## config.mk

```make
export PLATFORM = sky130hd
export DESIGN_NAME = dual_strided_address_generator_core_flat
export DESIGN_NICKNAME = d
export VERILOG_FILES = /design/src/dsag_pkg.sv /design/src/dsag_if.sv /design/src/dual_strided_address_generator_core.sv /design/src/dsag_cell.sv /design/src/flat_wrapper.sv
export SDC_FILE = /design/constraint.sdc
export NUM_CORES = 2
export LEC_CHECK = 0
export ABC_AREA = 1
export BUFFER_PORTS_ARGS = -buffer_cell sky130_fd_sc_hd__buf_2
export CORE_UTILIZATION = 30
export CTS_BUF_LIST = sky130_fd_sc_hd__clkbuf_4
export CTS_CLUSTER_SIZE = 24
export DETAILED_ROUTE_END_ITERATION = 8
export PLACE_DENSITY_LB_ADDON = 0.25
export SLEW_MARGIN = 20
export SYNTH_ARGS = -nofsm -noshare
export SYNTH_HDL_FRONTEND = slang
export SYNTH_SLANG_ARGS = --single-unit
```

## constraint.sdc

```tcl
create_clock -name clk -period 8.8 [get_ports clk]
set_input_delay 1.32 -clock clk [delete_from_list [all_inputs] [get_ports clk]]
set_output_delay 1.32 -clock clk [all_outputs]
set_load 0.01 [all_outputs]
```

## src/dsag_pkg.sv

```systemverilog
// ----------------------------------------------------------------------------
// dsag_pkg: shared types and constants of the dual strided address generator
// Widths, opcodes, register indexes, state codes and the cell control
// and status bundles used by the axis cells and the core.
// ----------------------------------------------------------------------------
package dsag_pkg;

  // number of axis cells in the chain
  localparam int MAX_AXES = 8;

  // field widths
  localparam int AXIS_COUNT_W = 4;
  localparam int AXIS_W       = 3;
  localparam int EXTENT_W     = 16;
  localparam int ADDR_W       = 32;
  localparam int OPCODE_W     = 2;
  localparam int CFG_INDEX_W  = 2;
  localparam int CFG_DATA_W   = 32;

  // width of the active rank after clamping to the number of cells
  localparam int RANK_W = $clog2(MAX_AXES + 1);

  // item opcodes
  typedef enum logic [OPCODE_W-1:0] {
    OP_LOAD  = 2'd0,
    OP_START = 2'd1,
    OP_STEP  = 2'd2
  } op_t;

  // configuration register indexes
  typedef enum logic [CFG_INDEX_W-1:0] {
    CFG_AXIS_COUNT = 2'd0,
    CFG_SRC_BASE   = 2'd1,
    CFG_DST_BASE   = 2'd2
  } cfg_reg_t;

  // core sequencer states
  typedef enum logic {
    ST_READY = 1'b0,
    ST_WALK  = 1'b1
  } state_t;

  // core to cell control
  typedef struct packed {
    logic load;    // write this axis descriptor
    logic clear;   // start of traversal, zero the index counter
    logic inject;  // step begins at this cell
  } cell_ctl_t;

  // cell to core status
  typedef struct packed {
    logic tok;       // cell holds the carry token this cycle
    logic wrap;      // counter reaches its extent on this increment
    logic ext_zero;  // stored extent is zero
  } cell_stat_t;

  // active rank, saturated at the number of cells
  function automatic logic [RANK_W-1:0] clamp_rank(input logic [AXIS_COUNT_W-1:0] cnt);
    logic [RANK_W-1:0] r;
    if (int'(cnt) > MAX_AXES) begin
      r = RANK_W'(MAX_AXES);
    end else begin
      r = RANK_W'(cnt);
    end
    return r;
  endfunction

endpackage

```

## src/dsag_if.sv

```systemverilog
// ----------------------------------------------------------------------------
// dsag_if: item channels of the dual strided address generator
// Valid/ready channels for command items and address result items.
// ----------------------------------------------------------------------------

// command item channel
interface dsag_in_if;
  import dsag_pkg::*;

  logic                valid;
  logic                ready;
  logic [OPCODE_W-1:0] opcode;
  logic [AXIS_W-1:0]   axis;
  logic [EXTENT_W-1:0] extent;
  logic [ADDR_W-1:0]   src_stride;
  logic [ADDR_W-1:0]   dst_stride;

  modport source (output valid, opcode, axis, extent, src_stride, dst_stride, input ready);
  modport sink   (input valid, opcode, axis, extent, src_stride, dst_stride, output ready);
endinterface

// address result item channel
interface dsag_out_if;
  import dsag_pkg::*;

  logic              valid;
  logic              ready;
  logic [ADDR_W-1:0] src_address;
  logic [ADDR_W-1:0] dst_address;
  logic              last;

  modport source (output valid, src_address, dst_address, last, input ready);
  modport sink   (input valid, src_address, dst_address, last, output ready);
endinterface

```

## src/dual_strided_address_generator_core.sv

```systemverilog
// ----------------------------------------------------------------------------
// dual_strided_address_generator_core: nested-loop address generator
// Walks a tensor of up to MAX_AXES axes like an odometer and emits paired
// source and destination element addresses, one pair per step item while running.
//
//   channel | dir | handshake          | payload
//   --------+-----+--------------------+--------------------------------------
//   in_ch   | in  | valid/ready        | opcode, axis, extent, strides
//   out_ch  | out | valid/ready        | src_address, dst_address, last
//   cfg_*   | in  | cfg_we             | cfg_index, cfg_wdata
//
// Load and start items are handled when accepted. A step item injects the
// carry token at the innermost active axis (rank zero: done at once) and ends
// when it stops or leaves axis 0, the token moving one cell per cycle.
// Reset clears counters, offsets and control; descriptors are undefined
// until loaded, with no clearing pass. in_ch.ready is low while a step walks
// the chain and while a finished result waits on a stalled out_ch.
// ----------------------------------------------------------------------------
module dual_strided_address_generator_core (
  input  logic                             clk,
  input  logic                             rst_n,
  dsag_in_if.sink                          in_ch,
  dsag_out_if.source                       out_ch,
  input  logic                             cfg_we,
  input  logic [dsag_pkg::CFG_INDEX_W-1:0] cfg_index,
  input  logic [dsag_pkg::CFG_DATA_W-1:0]  cfg_wdata
);
  import dsag_pkg::*;

  // configuration registers
  logic [AXIS_COUNT_W-1:0] axis_count_r;
  logic [ADDR_W-1:0]       src_base_r;
  logic [ADDR_W-1:0]       dst_base_r;

  // sequencer and running offsets
  state_t            state_r, state_nxt;
  logic              running_r, running_nxt;
  logic [ADDR_W-1:0] src_off_r, src_off_nxt;
  logic [ADDR_W-1:0] dst_off_r, dst_off_nxt;

  // result register
  logic              out_valid_r, out_valid_nxt;
  logic [ADDR_W-1:0] out_src_r, out_src_nxt;
  logic [ADDR_W-1:0] out_dst_r, out_dst_nxt;
  logic              out_last_r, out_last_nxt;

  // chain wiring
  cell_ctl_t         ctl   [MAX_AXES];
  cell_stat_t        stat  [MAX_AXES];
  logic              carry [MAX_AXES];
  logic [ADDR_W-1:0] sdel  [MAX_AXES];
  logic [ADDR_W-1:0] ddel  [MAX_AXES];

  logic [RANK_W-1:0] rank;
  logic [ADDR_W-1:0] src_prod, dst_prod;
  logic [ADDR_W-1:0] src_rewind, dst_rewind;
  logic [ADDR_W-1:0] src_delta, dst_delta;
  logic              in_acc;
  logic              do_load, do_start, do_inject;
  logic              empty, stop, fin;

  assign rank   = clamp_rank(axis_count_r);
  assign in_acc = in_ch.valid & in_ch.ready;

  // ready when not walking and the result register is free or leaving
  assign in_ch.ready = (state_r == ST_READY) & (~out_valid_r | out_ch.ready);

  assign out_ch.valid       = out_valid_r;
  assign out_ch.src_address = out_src_r;
  assign out_ch.dst_address = out_dst_r;
  assign out_ch.last        = out_last_r;

  // net offset change of a wrapping axis: stride minus stride times extent
  assign src_prod   = ADDR_W'(in_ch.src_stride * ADDR_W'(in_ch.extent));
  assign dst_prod   = ADDR_W'(in_ch.dst_stride * ADDR_W'(in_ch.extent));
  assign src_rewind = in_ch.src_stride - src_prod;
  assign dst_rewind = in_ch.dst_stride - dst_prod;

  // cell chain, carry runs from the last axis toward axis 0
  for (genvar i = 0; i < MAX_AXES; i++) begin : g_cell
    logic cin;

    if (i == MAX_AXES - 1) begin : g_end
      assign cin = 1'b0;
    end else begin : g_mid
      assign cin = carry[i+1];
    end

    assign ctl[i].load   = do_load & (int'(in_ch.axis) == i);
    assign ctl[i].clear  = do_start;
    assign ctl[i].inject = do_inject & (rank == RANK_W'(i + 1));

    dsag_cell u_cell (
      .clk           (clk),
      .rst_n         (rst_n),
      .ctl           (ctl[i]),
      .ld_extent     (in_ch.extent),
      .ld_src_stride (in_ch.src_stride),
      .ld_dst_stride (in_ch.dst_stride),
      .ld_src_rewind (src_rewind),
      .ld_dst_rewind (dst_rewind),
      .carry_in      (cin),
      .carry_out     (carry[i]),
      .stat          (stat[i]),
      .src_delta     (sdel[i]),
      .dst_delta     (ddel[i])
    );
  end

  // chain status: token stops, token leaves axis 0, empty active axis
  always_comb begin
    empty     = 1'b0;
    stop      = 1'b0;
    src_delta = '0;
    dst_delta = '0;
    for (int i = 0; i < MAX_AXES; i++) begin
      if ((rank > RANK_W'(i)) && stat[i].ext_zero) begin
        empty = 1'b1;
      end
      if (stat[i].tok && !stat[i].wrap) begin
        stop = 1'b1;
      end
      src_delta = src_delta | sdel[i];
      dst_delta = dst_delta | ddel[i];
    end
    fin = carry[0];
  end

  // sequencer next state and item handling
  always_comb begin
    state_nxt     = state_r;
    running_nxt   = running_r;
    src_off_nxt   = src_off_r;
    dst_off_nxt   = dst_off_r;
    out_valid_nxt = out_valid_r & ~out_ch.ready;
    out_src_nxt   = out_src_r;
    out_dst_nxt   = out_dst_r;
    out_last_nxt  = out_last_r;
    do_load       = 1'b0;
    do_start      = 1'b0;
    do_inject     = 1'b0;

    case (state_r)
      ST_READY: begin
        if (in_acc) begin
          case (op_t'(in_ch.opcode))
            OP_LOAD: begin
              do_load = 1'b1;
            end
            OP_START: begin
              do_start    = 1'b1;
              src_off_nxt = src_base_r;
              dst_off_nxt = dst_base_r;
              running_nxt = ~empty;
            end
            OP_STEP: begin
              if (running_r) begin
                out_src_nxt = src_off_r;
                out_dst_nxt = dst_off_r;
                if (rank == '0) begin
                  // no axes: single element, done at once
                  out_valid_nxt = 1'b1;
                  out_last_nxt  = 1'b1;
                  running_nxt   = 1'b0;
                end else begin
                  do_inject = 1'b1;
                  state_nxt = ST_WALK;
                end
              end
            end
            default: begin
            end
          endcase
        end
      end
      ST_WALK: begin
        src_off_nxt = src_off_r + src_delta;
        dst_off_nxt = dst_off_r + dst_delta;
        if (stop || fin) begin
          out_valid_nxt = 1'b1;
          out_last_nxt  = fin;
          running_nxt   = ~fin;
          state_nxt     = ST_READY;
        end
      end
      default: begin
        state_nxt = ST_READY;
      end
    endcase
  end

  // control registers
  always_ff @(posedge clk) begin
    if (!rst_n) begin
      state_r     <= ST_READY;
      running_r   <= 1'b0;
      src_off_r   <= '0;
      dst_off_r   <= '0;
      out_valid_r <= 1'b0;
    end else begin
      state_r     <= state_nxt;
      running_r   <= running_nxt;
      src_off_r   <= src_off_nxt;
      dst_off_r   <= dst_off_nxt;
      out_valid_r <= out_valid_nxt;
    end
  end

  // result payload
  always_ff @(posedge clk) begin
    out_src_r  <= out_src_nxt;
    out_dst_r  <= out_dst_nxt;
    out_last_r <= out_last_nxt;
  end

  // configuration writes
  always_ff @(posedge clk) begin
    if (!rst_n) begin
      axis_count_r <= AXIS_COUNT_W'(1);
      src_base_r   <= '0;
      dst_base_r   <= '0;
    end else if (cfg_we) begin
      case (cfg_reg_t'(cfg_index))
        CFG_AXIS_COUNT: axis_count_r <= cfg_wdata[AXIS_COUNT_W-1:0];
        CFG_SRC_BASE:   src_base_r   <= cfg_wdata[ADDR_W-1:0];
        CFG_DST_BASE:   dst_base_r   <= cfg_wdata[ADDR_W-1:0];
        default: begin
        end
      endcase
    end
  end

endmodule

```

## src/dsag_cell.sv

```systemverilog
// ----------------------------------------------------------------------------
// dsag_cell: one axis of the address odometer
// Holds the axis descriptor and index counter. A carry token enters from
// the faster neighbor, the cell counts, and passes the token on when it wraps.
// ----------------------------------------------------------------------------
module dsag_cell (
  input  logic                          clk,
  input  logic                          rst_n,
  input  dsag_pkg::cell_ctl_t           ctl,
  input  logic [dsag_pkg::EXTENT_W-1:0] ld_extent,
  input  logic [dsag_pkg::ADDR_W-1:0]   ld_src_stride,
  input  logic [dsag_pkg::ADDR_W-1:0]   ld_dst_stride,
  input  logic [dsag_pkg::ADDR_W-1:0]   ld_src_rewind,
  input  logic [dsag_pkg::ADDR_W-1:0]   ld_dst_rewind,
  input  logic                          carry_in,
  output logic                          carry_out,
  output dsag_pkg::cell_stat_t          stat,
  output logic [dsag_pkg::ADDR_W-1:0]   src_delta,
  output logic [dsag_pkg::ADDR_W-1:0]   dst_delta
);
  import dsag_pkg::*;

  logic [EXTENT_W-1:0] ext_r;
  logic [ADDR_W-1:0]   src_stride_r;
  logic [ADDR_W-1:0]   dst_stride_r;
  logic [ADDR_W-1:0]   src_rewind_r;
  logic [ADDR_W-1:0]   dst_rewind_r;
  logic [EXTENT_W-1:0] cnt_r;
  logic [EXTENT_W-1:0] cnt_nxt;
  logic                tok_r;
  logic                tok_nxt;
  logic [EXTENT_W-1:0] cnt_inc;
  logic                wrap;

  // descriptor storage, undefined until loaded
  always_ff @(posedge clk) begin
    if (ctl.load) begin
      ext_r        <= ld_extent;
      src_stride_r <= ld_src_stride;
      dst_stride_r <= ld_dst_stride;
      src_rewind_r <= ld_src_rewind;
      dst_rewind_r <= ld_dst_rewind;
    end
  end

  // counter wraps when the incremented index meets the extent
  assign cnt_inc = EXTENT_W'(cnt_r + 1'b1);
  assign wrap    = (cnt_inc == ext_r);

  // carry moves to the slower neighbor only on a wrap
  assign carry_out = tok_r & wrap;
  assign tok_nxt   = ctl.inject | carry_in;

  // offset change contributed by this axis while it holds the token
  assign src_delta = tok_r ? (wrap ? src_rewind_r : src_stride_r) : '0;
  assign dst_delta = tok_r ? (wrap ? dst_rewind_r : dst_stride_r) : '0;

  assign stat.tok      = tok_r;
  assign stat.wrap     = wrap;
  assign stat.ext_zero = (ext_r == '0);

  // index counter next value
  always_comb begin
    cnt_nxt = cnt_r;
    if (ctl.clear) begin
      cnt_nxt = '0;
    end else if (tok_r) begin
      cnt_nxt = wrap ? '0 : cnt_inc;
    end
  end

  // counter and token
  always_ff @(posedge clk) begin
    if (!rst_n) begin
      cnt_r <= '0;
      tok_r <= 1'b0;
    end else begin
      cnt_r <= cnt_nxt;
      tok_r <= tok_nxt;
    end
  end

endmodule

```

## src/flat_wrapper.sv

```systemverilog
// flat-port wrapper written by rule: the top's interface ports become plain ports
module dual_strided_address_generator_core_flat import dsag_pkg::*;
  (clk, rst_n, cfg_we, cfg_index, cfg_wdata, in_ch_valid, in_ch_opcode, in_ch_axis, in_ch_extent, in_ch_src_stride, in_ch_dst_stride, in_ch_ready, out_ch_valid, out_ch_src_address, out_ch_dst_address, out_ch_last, out_ch_ready);
  dsag_in_if in_ch_i ();
  dsag_out_if out_ch_i ();
  input  logic clk;
  input  logic rst_n;
  input  logic cfg_we;
  input  logic [dsag_pkg::CFG_INDEX_W-1:0] cfg_index;
  input  logic [dsag_pkg::CFG_DATA_W-1:0] cfg_wdata;
  input wire logic [$bits(in_ch_i.valid)-1:0] in_ch_valid;
  input wire logic [$bits(in_ch_i.opcode)-1:0] in_ch_opcode;
  input wire logic [$bits(in_ch_i.axis)-1:0] in_ch_axis;
  input wire logic [$bits(in_ch_i.extent)-1:0] in_ch_extent;
  input wire logic [$bits(in_ch_i.src_stride)-1:0] in_ch_src_stride;
  input wire logic [$bits(in_ch_i.dst_stride)-1:0] in_ch_dst_stride;
  output wire logic [$bits(in_ch_i.ready)-1:0] in_ch_ready;
  output wire logic [$bits(out_ch_i.valid)-1:0] out_ch_valid;
  output wire logic [$bits(out_ch_i.src_address)-1:0] out_ch_src_address;
  output wire logic [$bits(out_ch_i.dst_address)-1:0] out_ch_dst_address;
  output wire logic [$bits(out_ch_i.last)-1:0] out_ch_last;
  input wire logic [$bits(out_ch_i.ready)-1:0] out_ch_ready;
  assign in_ch_i.valid = in_ch_valid;
  assign in_ch_i.opcode = in_ch_opcode;
  assign in_ch_i.axis = in_ch_axis;
  assign in_ch_i.extent = in_ch_extent;
  assign in_ch_i.src_stride = in_ch_src_stride;
  assign in_ch_i.dst_stride = in_ch_dst_stride;
  assign in_ch_ready = in_ch_i.ready;
  assign out_ch_valid = out_ch_i.valid;
  assign out_ch_src_address = out_ch_i.src_address;
  assign out_ch_dst_address = out_ch_i.dst_address;
  assign out_ch_last = out_ch_i.last;
  assign out_ch_i.ready = out_ch_ready;
  dual_strided_address_generator_core u_core (.clk(clk), .rst_n(rst_n), .in_ch(in_ch_i), .out_ch(out_ch_i), .cfg_we(cfg_we), .cfg_index(cfg_index), .cfg_wdata(cfg_wdata));
endmodule
```

==> results.json <==
{
  "crit_path_start_kind": "register",
  "die_x_um": 545,
  "path_common_cell": "nand2_1",
  "final.setup.tns_ns": 0,
  "fillers": 30000,
  "multiInputGateArea_um2": 39800,
  "via_per_inst": 4.91,
  "cts_buffer_depth": 4,
  "status": "finished clean",
  "final_cells": 13500,
  "cts.sink_count": 1488,
  "grt_start_max_net_pins": 139,
  "grtUsageTotal_pct": 20.0,
  "drive_gt1_share_pct": 11.5,
  "synth-seq-area-share_pct": 47.4,
  "gp_congestion": 0.871,
  "wl_per_cell_um": 22.1,
  "synth_top_area_share_pct": 41.3,
  "drtPass1Iterations": 6,
  "hold_path.class": "in2reg",
  "synth_largest_area_cell": "edfxtp_1",
  "r2r_setup_slack_ns": 1.63,
  "seq_area_um2": 42000,
  "io_pins": 191,
  "path_max_fanout": 27,
  "area_growth_pct": 12.1,
  "fin_nets": 10300,
  "drcViolationCount": 0,
  "rsz0062_at_grt": "no",
  "ys_ff_latch": 1488,
  "setup_viol": 0,
  "dpl.hpwl_um": 205000,
  "period_share_pct": 81.5,
  "synth-async-reset-ratio_pct": 0,
  "ys_warn_count": 0,
  "coreArea_um2": 294000,
  "cp.required_ns": 10.07,
  "cts_tree": "yes",
  "clockRootBuffer": "clkbuf_4",
  "cts_max_level": 5,
  "crit_path_max_incr_delay_ns": 0.72,
  "path_class": "reg2reg",
  "synth_cell_types": 75,
  "fmax_mhz": 139,
  "relSlewSlack_pct": 20.2,
  "cts_inserted_buffers": 391,
  "synth_edf_count": 1217,
  "initial_utilization_pct": 30.1,
  "clock_latency_ns": 1.41,
  "syn_area_per_cell_um2": 9.96,
  "synthCells": 8883,
  "fp.dieH_um": 545,
  "synth.most_common_cell": "nand2_1",
  "grt_pass1_vias": 66500,
  "syn_area_um2": 88500,
  "critPathTopFamily": "compound AO/OA/AOI/OAI gates",
  "clk_pin_slew_ns": 0.07,
  "overflow": 0,
  "netlist_top_cells_count": "nand2_1, inv_1, edfxtp_1",
  "hold_buffers": 0,
  "crit_buf_inv": 3,
  "dieArea_um2": 297000,
  "hold_violations": 0,
  "crit_path_end_kind": "register",
  "grt_pass1_wl_um": 437000,
  "rows": 199,
  "vias": 66100,
  "ant_nets": 0,
  "fin_worst_skew_ns": 0.145,
  "portBuffers": 190,
  "drv_slew": 0,
  "maxCapViolCount": 0,
  "final.min_clock_period_ns": 7.17,
  "yosys-top-cells-area": "edfxtp_1, fa_1, nand2_1",
  "worst_path_max_delay_cell": "clkinv_2",
  "antenna_found_initial": 55,
  "crit_arrival_ns": 8.45,
  "cts_resized": 0,
  "synth_top_flop_cell": "edfxtp_1",
  "totalWireLength_um": 298000,
  "dp.cells": 12800,
  "worstMarginPinSlew_ns": 1.19,
  "initialDrtViolationCount": 5806,
  "cts_setup_buffers": 0
}
state kept, by name (all words and copies together), names as in the netlist:
| signal | count |
|---|---|
| u_core.running_r | 1 |
| u_core.out_ch.src_address | 32 |
| u_core.g_cell.u_cell.dst_stride_r | 256 |
| u_core.src_off_r | 32 |
| u_core.g_cell.u_cell.dst_rewind_r | 256 |
| u_core.g_cell.u_cell.src_rewind_r | 256 |
| u_core.g_cell.u_cell.ext_r | 128 |
| u_core.out_ch.last | 1 |
| u_core.dst_off_r | 32 |
| u_core.out_ch.dst_address | 32 |
| u_core.dst_base_r | 32 |
| u_core.out_ch.valid | 1 |
| u_core.g_cell.u_cell.tok_r | 8 |
| u_core.g_cell.u_cell.cnt_r | 128 |
| u_core.src_base_r | 32 |
| u_core.axis_count_r | 4 |
| u_core.state_r | 1 |
| u_core.g_cell.u_cell.src_stride_r | 256 |
metal layers:
metal,track usage [%],share of wire (%),vias up
met2,31.7,45,2455
li1,-,-,30000
met1,28.2,45,33200
met4,5.10,2.0,24
met5,0,0.053,-
met3,3.21,7.6,377
tightest hold or removal path, delay by kind of cell:
kind,cells,cell delay (ns)
AND/OR/NAND/NOR,2,0.13
buffers and inverters,1,0.11
kinds of logic after synthesis:
family                   Yosys count  synth area share [%]
AND/OR/NAND/NOR                 3395                  16.2
buffers and inverters           1759                  7.71
flip-flops                      1488                  47.4
AO/OA/AOI/OAI                   1114                  7.73
adder cells (fa/ha/maj)          882                  18.2
XOR/XNOR                         241                  2.71
other                              2               0.00849
multiplexers                       2                0.0255
stage by stage:
step                      util [%]  setup slack [ns]  hold WS (ns)  cell area, µm²
after floorplan                  -             0.262         0.425           88500
after global placement        32.1             0.829         0.442           94300
after detailed placement      32.1             0.712         0.444           94300
after CTS                     33.8              1.74        0.0440           99100
after global routing          33.8              1.13         0.150           99100
final                         33.8              1.63         0.191           99200
layout by cell type, fill, tap and decap left out, types with 9 or more instances in the layout:
cell | Yosys | layout
nor4_1 | 34 | 34
xnor2_1 | 64 | 64
o21bai_1 | 29 | 29
nor3_1 | 44 | 44
o21ai_1 | 23 | 23
nand2_2 | 18 | 18
a221oi_1 | 25 | 25
ha_1 | 208 | 208
dfxtp_1 | 271 | 271
buf_4 | 6 | 132
xnor3_1 | 12 | 12
a22o_1 | 35 | 35
clkinv_2 | 0 | 35
a21o_1 | 9 | 9
clkbuf_4 | 0 | 549
diode_2 | 0 | 15
or2_2 | 19 | 19
o21ai_2 | 17 | 17
nand3b_1 | 50 | 50
a21oi_1 | 421 | 421
nand4_1 | 150 | 150
o21ai_0 | 255 | 255
nor2_1 | 376 | 364
clkinv_1 | 8 | 74
a31oi_1 | 17 | 17
xor2_1 | 157 | 157
edfxtp_1 | 1217 | 1217
and3_1 | 12 | 12
buf_2 | 67 | 183
buf_12 | 0 | 24
nor2_2 | 30 | 28
a22oi_1 | 212 | 212
nand3_1 | 323 | 323
nor2_4 | 5 | 19
inv_2 | 19 | 18
o2111ai_1 | 13 | 13
inv_1 | 1373 | 1370
fa_1 | 674 | 674
o21a_1 | 9 | 9
nand2_1 | 2300 | 2299
final cells by class:
| cell class | instances | share of cell area [%] |
|---|---|---|
| Antenna cell | 15 | 0.0379 |
| Clock buffer | 549 | 4.16 |
| Clock inverter | 108 | 0.670 |
| Inverter | 1400 | 5.31 |
| Multi-Input combinational cell | 5638 | 40.1 |
| Sequential cell | 1488 | 42.3 |
| Tap cell | 3919 | 4.95 |
| Timing Repair Buffer | 339 | 2.41 |
worst paths after layout:
| kind | start | endpoint | depth (start not counted) |
|---|---|---|---|
| max | u_core.g_cell[3].u_cell.cnt_r[0]$_SDFFE_PP0P_ | u_core.src_off_r[27]$_SDFFE_PN0P_ | 30 |
| min | cfg_wdata[4] | u_core.src_base_r[4]$_SDFFE_PN0P_ | 3 |
| max reg2reg | u_core.g_cell[3].u_cell.cnt_r[0]$_SDFFE_PP0P_ | u_core.src_off_r[27]$_SDFFE_PN0P_ | 30 |
| min reg2reg | u_core.dst_off_r[2]$_SDFFE_PN0P_ | u_core.out_ch.dst_address[2]$_DFFE_PP_ | 0 |
Power is left out: the tool's default activity adds up to more than one toggle a clock period on the data nets, which glitch-free logic cannot reach.
